--- src/design/bbc_pkg.sv ---
// bbc_pkg: codes, sizes and cell control/status types of the block buffer cache tag controller
// depends on nothing; used by bbc_cell and block_buffer_cache_tags
`timescale 1ns / 1ps
`default_nettype none

package bbc_pkg;

    localparam int SLOTS_DEF      = 16;
    localparam int BLOCK_BITS_DEF = 16;

    localparam int SLOT_W  = 4;
    localparam int MODE_W  = 2;
    localparam int OP_W    = 2;
    localparam int DBLK_W  = 16;

    localparam logic [MODE_W-1:0] MODE_READ  = 2'd0;
    localparam logic [MODE_W-1:0] MODE_WRITE = 2'd1;
    localparam logic [MODE_W-1:0] MODE_FLUSH = 2'd2;

    localparam logic [OP_W-1:0] OP_NONE  = 2'd0;
    localparam logic [OP_W-1:0] OP_FETCH = 2'd1;
    localparam logic [OP_W-1:0] OP_WB    = 2'd2;

    // broadcast to every cell in the chain
    typedef struct packed {
        logic set_dirty_hit;  // matching cell becomes dirty
        logic alloc;          // lowest empty cell takes the block
        logic evict0;         // first cell takes the block (cache full)
        logic fill_dirty;     // dirty value of the newly filled cell
        logic tok_step;       // flush token moves one cell down
    } cell_ctl_t;

    typedef struct packed {
        logic match;
        logic alloc_sel;
        logic dirty;
        logic tok;
        logic wb_req;
    } cell_stat_t;

endpackage

`default_nettype wire

--- src/design/block_buffer_cache_tags.sv ---
// block_buffer_cache_tags: tag and dirty-bit controller of a fully associative write-back cache
// depends on bbc_pkg and bbc_cell (one cell per slot, chained)
//
//  channel | ports                                         | direction
//  --------+-----------------------------------------------+----------
//  request | s_valid s_ready s_mode s_block_number         | in
//  result  | m_valid m_ready m_slot m_hit m_disk_op        | out
//          | m_disk_block m_last                           |
//
// read/write hit, or miss into an empty or clean slot: accepted once the previous result is
// taken, result registered in the cycle after acceptance; all tags compared in the accept cycle
// miss that evicts a dirty slot 0: a write-back transaction, then the request's result
// flush: the token walks the cell chain one slot per cycle while no write-back waits on
// m_ready, then a done transaction closes the flush; a stalled result holds the controller
// in place
// synchronous active-low reset clears valid, dirty and the flush token; tags need no reset
`timescale 1ns / 1ps
`default_nettype none

module block_buffer_cache_tags
    import bbc_pkg::*;
#(
    parameter int SLOTS      = SLOTS_DEF,
    parameter int BLOCK_BITS = BLOCK_BITS_DEF
) (
    input  wire logic              aclk,
    input  wire logic              aresetn,
    input  wire logic              s_valid,
    output logic                   s_ready,
    input  wire logic [MODE_W-1:0] s_mode,
    input  wire logic [DBLK_W-1:0] s_block_number,
    output logic                   m_valid,
    input  wire logic              m_ready,
    output logic [SLOT_W-1:0]      m_slot,
    output logic                   m_hit,
    output logic [OP_W-1:0]        m_disk_op,
    output logic [DBLK_W-1:0]      m_disk_block,
    output logic                   m_last
);

    localparam logic [1:0] ST_IDLE  = 2'd0;
    localparam logic [1:0] ST_FINAL = 2'd1;
    localparam logic [1:0] ST_FLUSH = 2'd2;
    localparam logic [1:0] ST_DONE  = 2'd3;

    logic [1:0] state_reg, state_next;

    logic              m_valid_reg, m_valid_next;
    logic [SLOT_W-1:0] m_slot_reg, m_slot_next;
    logic              m_hit_reg, m_hit_next;
    logic [OP_W-1:0]   m_disk_op_reg, m_disk_op_next;
    logic [DBLK_W-1:0] m_disk_block_reg, m_disk_block_next;
    logic              m_last_reg, m_last_next;

    logic              req_read_reg, req_read_next;
    logic [DBLK_W-1:0] req_blk_reg, req_blk_next;

    cell_ctl_t             ctl;
    cell_stat_t            stat [SLOTS];
    logic [BLOCK_BITS-1:0] cell_tag [SLOTS];
    logic [SLOTS:0]        free_chain;
    logic [SLOTS:0]        tok_chain;
    logic                  tok_start;

    logic [BLOCK_BITS-1:0] blk_in;
    logic [DBLK_W-1:0]     blk16;
    logic [BLOCK_BITS-1:0] tok_tag;
    logic [DBLK_W-1:0]     tok_tag16;
    logic [DBLK_W-1:0]     tag0_16;
    logic [SLOT_W-1:0]     hit_slot, alloc_slot, tok_slot;
    logic                  any_match, any_wb, all_full;
    logic                  out_free, accept, is_write, advance;

    // block number width conversions
    for (genvar b = 0; b < BLOCK_BITS; b++) begin : g_blk_in
        if (b < DBLK_W) begin : g_bit
            assign blk_in[b] = s_block_number[b];
        end else begin : g_zero
            assign blk_in[b] = 1'b0;
        end
    end

    for (genvar b = 0; b < DBLK_W; b++) begin : g_blk16
        if (b < BLOCK_BITS) begin : g_bit
            assign blk16[b]     = blk_in[b];
            assign tok_tag16[b] = tok_tag[b];
            assign tag0_16[b]   = cell_tag[0][b];
        end else begin : g_zero
            assign blk16[b]     = 1'b0;
            assign tok_tag16[b] = 1'b0;
            assign tag0_16[b]   = 1'b0;
        end
    end

    assign free_chain[0] = 1'b0;
    assign tok_chain[0]  = tok_start;

    for (genvar i = 0; i < SLOTS; i++) begin : g_cell
        bbc_cell #(
            .BLOCK_BITS (BLOCK_BITS),
            .IS_FIRST   (i == 0)
        ) u_cell (
            .aclk     (aclk),
            .aresetn  (aresetn),
            .ctl      (ctl),
            .blk_in   (blk_in),
            .free_in  (free_chain[i]),
            .tok_in   (tok_chain[i]),
            .free_out (free_chain[i+1]),
            .tag_out  (cell_tag[i]),
            .stat     (stat[i])
        );
        assign tok_chain[i+1] = stat[i].tok;
    end

    assign all_full = !free_chain[SLOTS];

    // at most one cell matches, allocates or holds the token, so or-ing is enough
    always_comb begin
        hit_slot   = '0;
        alloc_slot = '0;
        tok_slot   = '0;
        tok_tag    = '0;
        any_match  = 1'b0;
        any_wb     = 1'b0;
        for (int i = 0; i < SLOTS; i++) begin
            if (stat[i].match) begin
                hit_slot = hit_slot | SLOT_W'(i);
            end
            if (stat[i].alloc_sel) begin
                alloc_slot = alloc_slot | SLOT_W'(i);
            end
            if (stat[i].tok) begin
                tok_slot = tok_slot | SLOT_W'(i);
                tok_tag  = tok_tag | cell_tag[i];
            end
            any_match = any_match | stat[i].match;
            any_wb    = any_wb | stat[i].wb_req;
        end
    end

    assign out_free = !m_valid_reg || m_ready;
    assign s_ready  = (state_reg == ST_IDLE) && out_free;
    assign accept   = s_valid && s_ready;
    assign is_write = (s_mode == MODE_WRITE);
    assign advance  = !any_wb || out_free;

    always_comb begin
        state_next        = state_reg;
        m_valid_next      = m_valid_reg && !m_ready;
        m_slot_next       = m_slot_reg;
        m_hit_next        = m_hit_reg;
        m_disk_op_next    = m_disk_op_reg;
        m_disk_block_next = m_disk_block_reg;
        m_last_next       = m_last_reg;
        req_read_next     = req_read_reg;
        req_blk_next      = req_blk_reg;
        ctl               = '0;
        tok_start         = 1'b0;

        case (state_reg)
            ST_IDLE: begin
                if (accept) begin
                    case (s_mode)
                        MODE_READ, MODE_WRITE: begin
                            m_valid_next = 1'b1;
                            m_last_next  = 1'b1;
                            if (any_match) begin
                                ctl.set_dirty_hit = is_write;
                                m_slot_next       = hit_slot;
                                m_hit_next        = 1'b1;
                                m_disk_op_next    = OP_NONE;
                                m_disk_block_next = '0;
                            end else begin
                                ctl.fill_dirty    = is_write;
                                ctl.alloc         = !all_full;
                                ctl.evict0        = all_full;
                                m_slot_next       = all_full ? '0 : alloc_slot;
                                m_hit_next        = 1'b0;
                                m_disk_op_next    = is_write ? OP_NONE : OP_FETCH;
                                m_disk_block_next = is_write ? '0 : blk16;
                                if (all_full && stat[0].dirty) begin
                                    // write back the evicted slot first
                                    m_disk_op_next    = OP_WB;
                                    m_disk_block_next = tag0_16;
                                    m_last_next       = 1'b0;
                                    req_read_next     = !is_write;
                                    req_blk_next      = blk16;
                                    state_next        = ST_FINAL;
                                end
                            end
                        end
                        MODE_FLUSH: begin
                            tok_start    = 1'b1;
                            ctl.tok_step = 1'b1;
                            state_next   = ST_FLUSH;
                        end
                        default: begin
                        end
                    endcase
                end
            end
            ST_FINAL: begin
                if (out_free) begin
                    m_valid_next      = 1'b1;
                    m_slot_next       = '0;
                    m_hit_next        = 1'b0;
                    m_disk_op_next    = req_read_reg ? OP_FETCH : OP_NONE;
                    m_disk_block_next = req_read_reg ? req_blk_reg : '0;
                    m_last_next       = 1'b1;
                    state_next        = ST_IDLE;
                end
            end
            ST_FLUSH: begin
                if (any_wb && out_free) begin
                    m_valid_next      = 1'b1;
                    m_slot_next       = tok_slot;
                    m_hit_next        = 1'b0;
                    m_disk_op_next    = OP_WB;
                    m_disk_block_next = tok_tag16;
                    m_last_next       = 1'b0;
                end
                ctl.tok_step = advance;
                if (advance && tok_chain[SLOTS]) begin
                    state_next = ST_DONE;
                end
            end
            ST_DONE: begin
                if (out_free) begin
                    m_valid_next      = 1'b1;
                    m_slot_next       = '0;
                    m_hit_next        = 1'b0;
                    m_disk_op_next    = OP_NONE;
                    m_disk_block_next = '0;
                    m_last_next       = 1'b1;
                    state_next        = ST_IDLE;
                end
            end
            default: begin
                state_next = ST_IDLE;
            end
        endcase
    end

    always_ff @(posedge aclk) begin
        if (!aresetn) begin
            state_reg   <= ST_IDLE;
            m_valid_reg <= 1'b0;
        end else begin
            state_reg   <= state_next;
            m_valid_reg <= m_valid_next;
        end
    end

    always_ff @(posedge aclk) begin
        m_slot_reg       <= m_slot_next;
        m_hit_reg        <= m_hit_next;
        m_disk_op_reg    <= m_disk_op_next;
        m_disk_block_reg <= m_disk_block_next;
        m_last_reg       <= m_last_next;
        req_read_reg     <= req_read_next;
        req_blk_reg      <= req_blk_next;
    end

    assign m_valid      = m_valid_reg;
    assign m_slot       = m_slot_reg;
    assign m_hit        = m_hit_reg;
    assign m_disk_op    = m_disk_op_reg;
    assign m_disk_block = m_disk_block_reg;
    assign m_last       = m_last_reg;

    // no new transaction while a request is still being worked off
    a_busy_not_ready: assert property (@(posedge aclk) disable iff (!aresetn)
        (state_reg != ST_IDLE) |-> !s_ready)
        else $error("request accepted while controller busy");

    // the flush token sits in at most one cell
    a_tok_onehot: assert property (@(posedge aclk) disable iff (!aresetn)
        $onehot0(tok_chain[SLOTS:1]))
        else $error("flush token duplicated");

    // a flush always closes with a done transaction
    a_done_last: assert property (@(posedge aclk) disable iff (!aresetn)
        (state_reg == ST_DONE && out_free) |=>
            (m_valid && m_last && m_disk_op == OP_NONE && state_reg == ST_IDLE))
        else $error("flush did not end with done");

    // an eviction write-back is always followed by the request's own result
    a_wb_then_final: assert property (@(posedge aclk) disable iff (!aresetn)
        (state_reg == ST_FINAL) |-> (m_valid && m_disk_op == OP_WB && !m_last))
        else $error("pending eviction without a write-back in flight");

endmodule

`default_nettype wire

--- src/design/bbc_cell.sv ---
// bbc_cell: one cache slot: tag, valid and dirty bits, free-slot chain and flush token stage
// depends on bbc_pkg
`timescale 1ns / 1ps
`default_nettype none

module bbc_cell
    import bbc_pkg::*;
#(
    parameter int BLOCK_BITS = BLOCK_BITS_DEF,
    parameter bit IS_FIRST   = 1'b0
) (
    input  wire logic                  aclk,
    input  wire logic                  aresetn,
    input  wire cell_ctl_t             ctl,
    input  wire logic [BLOCK_BITS-1:0] blk_in,
    input  wire logic                  free_in,
    input  wire logic                  tok_in,
    output logic                       free_out,
    output logic [BLOCK_BITS-1:0]      tag_out,
    output cell_stat_t                 stat
);

    logic [BLOCK_BITS-1:0] tag_reg;
    logic                  valid_reg, valid_next;
    logic                  dirty_reg, dirty_next;
    logic                  tok_reg, tok_next;
    logic                  match;
    logic                  alloc_sel;
    logic                  fill;

    assign match     = valid_reg && (tag_reg == blk_in);
    assign alloc_sel = !valid_reg && !free_in;
    assign free_out  = free_in || !valid_reg;
    assign fill      = (ctl.alloc && alloc_sel) || (ctl.evict0 && IS_FIRST);

    always_comb begin
        valid_next = valid_reg;
        dirty_next = dirty_reg;
        tok_next   = ctl.tok_step ? tok_in : tok_reg;
        if (fill) begin
            valid_next = 1'b1;
            dirty_next = ctl.fill_dirty;
        end else if (ctl.set_dirty_hit && match) begin
            dirty_next = 1'b1;
        end
    end

    always_ff @(posedge aclk) begin
        if (!aresetn) begin
            valid_reg <= 1'b0;
            dirty_reg <= 1'b0;
            tok_reg   <= 1'b0;
        end else begin
            valid_reg <= valid_next;
            dirty_reg <= dirty_next;
            tok_reg   <= tok_next;
        end
    end

    always_ff @(posedge aclk) begin
        if (fill) begin
            tag_reg <= blk_in;
        end
    end

    assign tag_out        = tag_reg;
    assign stat.match     = match;
    assign stat.alloc_sel = alloc_sel;
    assign stat.dirty     = valid_reg && dirty_reg;
    assign stat.tok       = tok_reg;
    assign stat.wb_req    = tok_reg && valid_reg && dirty_reg;

endmodule

`default_nettype wire
--- config.mk ---
export PLATFORM = sky130hd
export DESIGN_NAME = block_buffer_cache_tags
export DESIGN_NICKNAME = d
export VERILOG_FILES = /design/src/design/bbc_pkg.sv /design/src/design/block_buffer_cache_tags.sv /design/src/design/bbc_cell.sv
export SDC_FILE = /design/constraint.sdc
export NUM_CORES = 1
export LEC_CHECK = 0
export BUFFER_PORTS_ARGS = -buffer_cell sky130_fd_sc_hd__buf_4
export CAP_MARGIN = 20
export CORE_MARGIN = 3
export CORE_UTILIZATION = 28
export CTS_BUF_LIST = sky130_fd_sc_hd__clkbuf_16
export CTS_CLUSTER_SIZE = 40
export DETAILED_ROUTE_END_ITERATION = 7
export SETUP_SLACK_MARGIN = 0.15
export SYNTH_ARGS = -nofsm -noshare
export SYNTH_HDL_FRONTEND = slang
export SYNTH_SLANG_ARGS = --single-unit
--- constraint.sdc ---
create_clock -name aclk -period 4.5 [get_ports aclk]
set_input_delay 0 -clock aclk [delete_from_list [all_inputs] [get_ports aclk]]
set_output_delay 0 -clock aclk [all_outputs]
set_load 0.03 [all_outputs]
# After elaboration in Yosys (flattened, before gate mapping)
# Cells that the tools add are included.
# word_totals
elab_cells,481
out_inout_bits,26
in_bits,22
ff_bits,348
# op_classes
eq_ne,31
n_mux,152
bitwise,46
reduce_logical,179
# op_table
cell,n
$mux W16,25
$eq A16 B16 Y1,16
$or A16 B16 Y16,15
$mux W4,32
$logic_and A1 B1 Y1,102
$pmux W16 S4,1
$mux W1,55
$mux W3,13
$logic_not A1 Y1,35
$mux W2,17
$reduce_bool A2 Y1,16
$or A1 B1 Y1,30
$logic_or A1 B1 Y1,18
$pmux W4 S3,1
$ne A2 B2 Y1 const B,5
$reduce_and A5 Y1,2
$pmux W1 S3,3
$pmux W2 S4,1
$eq A2 B2 Y1 const B,3
$ne A3 B3 Y1 const B,2
$pmux W2 S3,1
$reduce_and A6 Y1,1
$mux W5,1
$eq A2 B1 Y1 const B,2
other kinds (8),11

# Longest topological paths before layout
# depth
ltp_word,33
mapped_depth,12
ltp_nobuf,8

# Hierarchy
# A second synthesis with hierarchy kept.
# unflattened
cells_unflattened,1406
hier_area_um2,17661.9
# modules_own_cells
mod,cells_per_inst,instances,seq_area_each_um2,area_per_inst_um2
bbc_cell (g_cell[10].u_cell ...),65,15,540.5,879.6
block_buffer_cache_tags,366,1,1291.2,3592.2
bbc_cell (g_cell[0].u_cell),65,1,540.5,875.8

# Worst setup path after synthesis
# No wires, ideal clock.
# synth_timing
path_kind,reg2reg
from,register state_reg[1]
to,register g_cell[14].u_cell.dirty_reg
setup_slack_ps,403
t_arrival_ps,4027
setup_ps,70
path_buffers,1
t_required_ps,4430
path_stages_with_launch,10
path_cell_list,dfxtp_1 or2_2 clkbuf_1 nor2_1 nand2_1 nor2_1 nand4b_1 nor4_1 mux2_2 a21oi_1
# synth_between
elab_chain_len,7
elab_cells_between_ends,9
cone_classes,mux (3); reduce/logical (6)
# synth_lines
element,line,source
start: declaration,block_buffer_cache_tags.sv:46,"logic [1:0] state_reg, state_next;"
start signal: assignment,block_buffer_cache_tags.sv:250,state_reg <= state_next;
$logic_not A2 Y1 (*),block_buffer_cache_tags.sv:143,assign s_ready = (state_reg == ST_IDLE) && out_free;
$logic_and A1 B1 Y1 (*),block_buffer_cache_tags.sv:143,
net s_ready,block_buffer_cache_tags.sv:29,"output logic s_ready,"
$logic_and A1 B1 Y1 (*),block_buffer_cache_tags.sv:144,assign accept = s_valid && s_ready;
$mux W5 (*),block_buffer_cache_tags.sv:163,if (accept) begin
$mux W4 (*),block_buffer_cache_tags.sv:161,case (state_reg)
$logic_and A1 B1 Y1 (*),bbc_cell.sv:34,assign fill = (ctl.alloc && alloc_sel) || (ctl.evict0 && IS_FIRST);
net g_cell[14].u_cell.fill,bbc_cell.sv:29,logic fill;
$mux W1 / $reduce_bool A2 Y1 (equally long branches),--,
end signal: assignment,bbc_cell.sv:55,dirty_reg <= dirty_next;
end: declaration,bbc_cell.sv:25,"logic dirty_reg, dirty_next;"
# Mark *: on every way through the listed nets, which the timed path passes. The rest lies on a longest branch.
# A chain may end at the register's enable or synchronous reset.

# Worst setup path in the final report
# layout_timing
from,register g_cell[1].u_cell.tag_reg[13]
to,register req_blk_reg[7] (enable)
# layout_between
elab_chain_len,19
# layout_lines
element,line,source
start: declaration,bbc_cell.sv:23,logic [BLOCK_BITS-1:0] tag_reg;
start signal: assignment,bbc_cell.sv:62,tag_reg <= blk_in;
$eq A16 B16 Y1,bbc_cell.sv:31,assign match = valid_reg && (tag_reg == blk_in);
$logic_and A1 B1 Y1,bbc_cell.sv:31,
$or A1 B1 Y1 (15 in a row),block_buffer_cache_tags.sv:137,any_match = any_match | stat[i].match;
$not A1 Y1 (no source line),--,
$reduce_and A5 Y1 (no source line),--,
end signal: assignment,block_buffer_cache_tags.sv:262,req_blk_reg <= req_blk_next;
end: declaration,block_buffer_cache_tags.sv:56,"logic [DBLK_W-1:0] req_blk_reg, req_blk_next;"
# No other way between the ends.

==> metrics.yaml <==
status:
  status: "completed"
clock_tree:
  clkTransAtPathRegs_ns: 0.06
  ctsResizeCount: 0
  ctsHoldBuffers: 22
  cts_sinks: 348
  cts_root_buf: "clkbuf_16"
  clk_path_buf_depth: 3
  postCtsSetupRepairBufs: 0
  cts_tree: "done"
  cts_made_buffers: 41
  clk_latency_ns: 0.59
  cts-htree-levels: 2
worst_setup_path:
  cp_data_arrival_time_ns: 4.20
  rr_endpoint: "req_blk_reg[7]$_DFFE_PP_"
  crit_required_ns: 4.69
  rr_worst_depth: 8
  critPathLaunchType: "flip-flop"
  crit_fanout: 17
  cp-end-kind: "flip-flop"
  endpoint: "req_blk_reg[7]$_DFFE_PP_"
  crit_start: "g_cell[1].u_cell.tag_out[13]$_DFFE_PP_"
  ff2ff_setup_slack_ns: 0.49
  reg2reg_from: "g_cell[1].u_cell.tag_out[13]$_DFFE_PP_"
  crit_type: "flip-flop to flip-flop"
final_layout:
  syn_to_final_growth_pct: 15.9
  largest_reg_flops: 256
  nets: 1510
  layout-drive-gt1-share: 0.121
  fillers: 6079
  antenna_cells: 0
routing:
  antenna_left: 0
  vias: 13300
  routed_wl_mm: 70.4
  wire_per_inst_um: 30.0
  dr.first_iter.drc_count: 1866
  drc: 0
  via_per_inst: 5.68
  drt_pass1_iterations: 5
sta:
  setup_viol: 0
  worst_pin_slew_ns: 1.08
  rsz0062_at_grt: "false"
  report.final.slew_viol_count: 0
  timing.fmax_mhz: 249
  hold_viol_final: 0
  holdWs_ns: 0.255
  min_period_ns: 4.01
  fin_setup_tns_ns: 0
  layout_worst_path_cycle_share: 0.891
  clock_skew_ns: 0.0469
  relSlewSlack: 0.277
pwr:
  vdd_drop_max_v: 0.000186
  pwr-share-clk: 0.434
  p_leak_uw: 0.00649
  combPwrFrac: 0.083
  p_sw_uw: 1840
  seq_power_share: 0.483
  p_int_uw: 5550
  power.density_mw_per_mm2: 366
  switching_share: 0.249
yosys:
  ys.flop_type: "edfxtp_1"
  postSynthCellCount: 1424
  synth_area_per_cell_um2: 12.2
  syn_nets: 1446
  synth_edf_count: 297
  ys_seq_elements: 348
  yosys_warnings: 0
  synth_cell_types: 60
  async_flop_share: 0
  syn_area_mm2: 0.0174
  yosysSeqAreaShare: 0.571
floorplanning:
  num_rows: 90
  start_util: 0.286
  die_h_um: 255
  die_w_um: 255
  dieArea_mm2: 0.0652
  ios: 48
  coreArea_mm2: 0.0609
global_route:
  grt_antenna_before_repair: 1
  grt_max_degree: 36
  overflow: 0
  grt_pass1_vias: 12800
  grt_first_pass_wirelength_mm: 98.3
  track_usage: 0.208
worst_hold_path:
  hp-class: "input pin to flip-flop"
job:
  cap_viol_max_count: 0
place:
  io_buffers: 47
  dpl.hpwl_mm: 52.5
  gp_congestion: 0.944
## critical path: stages (launching register included)
cell and delay [ns]:
edfxtp_1 0.50, xor2_1 0.37, or4_1 0.22, or4_1 0.25, nor2_1 0.11, or3_2 0.50
nor3_2 0.47, buf_4 0.31, and3_1 0.85
## cells by family after synthesis
group / share of synthesized area
AOI/OAI and AO/OA: 0.108
xor gates and xnor gates: 0.129
buffers and inverters: 0.0331
DFF: 0.571
muxes: 0.0157
and+or+nand+nor: 0.143
## power by group through the flow
stage	logic (µW)	clock network [µW]	registers, µW
5_1_grt	649	3390	3570
3_5_place_dp	595	0	3640
3_3_place_gp	594	0	3630
6_report	615	3200	3570
2_1_floorplan	328	0	3670
4_1_cts	612	3260	3570
## synth_stat cells, drive strengths merged, types with 18 or more instances
| library cell | n | area (µm²) |
|---|---|---|
| a22o | 80 | 701 |
| or4 | 20 | 158 |
| nand2 | 63 | 236 |
| nor4 | 34 | 231 |
| nand4 | 81 | 507 |
| a21oi | 18 | 90.1 |
| nand3 | 63 | 315 |
| nor2 | 76 | 285 |
| mux2i | 25 | 250 |
| xnor2 | 160 | 1400 |
| dfxtp | 51 | 1020 |
| a221oi | 64 | 561 |
| clkbuf | 49 | 185 |
| buf | 49 | 324 |
| edfxtp | 297 | 8920 |
| xor2 | 96 | 841 |
## how the worst min path moves through the flow
stage	from	endpoint	slack, ns	cells past startpoint
6_report	m_ready	m_valid$_SDFF_PN0_	0.26	4
5_1_grt	m_ready	m_valid$_SDFF_PN0_	0.28	4
4_1_cts	m_ready	m_valid$_SDFF_PN0_	0.24	4
3_5_place_dp	m_ready	m_valid$_SDFF_PN0_	0.29	3
3_3_place_gp	m_ready	m_valid$_SDFF_PN0_	0.29	3
2_1_floorplan	s_block_number[0]	g_cell[0].u_cell.tag_out[0]$_DFFE_PP_	0.1	0
## metrics by stage
stage,std cells,instance area [µm²],power (µW),util,worst slack [ns]
final,2348,20200,7390,0.331,0.492
after detailed placement,2251,18700,4230,0.307,0.534
after floorplan,1424,17400,4000,-,0.403
after global placement,2251,18700,4230,0.307,0.658
after CTS,2348,20200,7440,0.331,0.531
after global routing,2348,20200,7610,0.331,0.422
## cells in the final DEF, fill, tap and decap left out, drive strengths merged, types with 5 or more instances in the layout
cell type / synthesis / routed
edfxtp: 297 / 297
xnor2: 160 / 160
buf: 49 / 97
xor2: 96 / 96
nand4: 81 / 81
a22o: 80 / 80
nor2: 76 / 76
a221oi: 64 / 64
nand2: 63 / 63
nand3: 63 / 63
dfxtp: 51 / 51
clkbuf: 49 / 42
nor4: 34 / 34
inv: 17 / 32
mux2i: 25 / 25
dlygate4sd3: 0 / 22
or4: 20 / 20
a21oi: 18 / 18
nor3: 17 / 17
a221o: 16 / 16
o21ai: 14 / 14
or2: 14 / 14
clkinv: 1 / 14
nor3b: 12 / 12
o22ai: 12 / 12
and3: 10 / 10
nand2b: 9 / 9
nand4b: 8 / 8
a31oi: 7 / 7
nor4b: 6 / 6
o31ai: 6 / 6
or4b: 6 / 6
and4: 5 / 5
and2: 5 / 5
or3: 5 / 5
## metal layers
| layer | track usage | vias up | wire (µm) |
|---|---|---|---|
| met4 | 0.0710 | 2 | 2560 |
| met3 | 0.0420 | 128 | 6720 |
| met5 | 0 | - | 13 |
| met1 | 0.285 | 6777 | 29200 |
| li1 | - | 5637 | - |
| met2 | 0.329 | 785 | 32000 |
## final cells by class
type                            instances  area [µm²]  share of cell area
Clock buffer                           42        1050              0.0521
Clock inverter                         33         213              0.0105
Sequential cell                       348        9940               0.493
Timing Repair Buffer                  119         948              0.0470
Tap cell                              828        1040              0.0513
Multi-Input combinational cell        960        6920               0.343
Inverter                               18        67.6             0.00335
No activity file was read; power rests on OpenSTA's default activity.
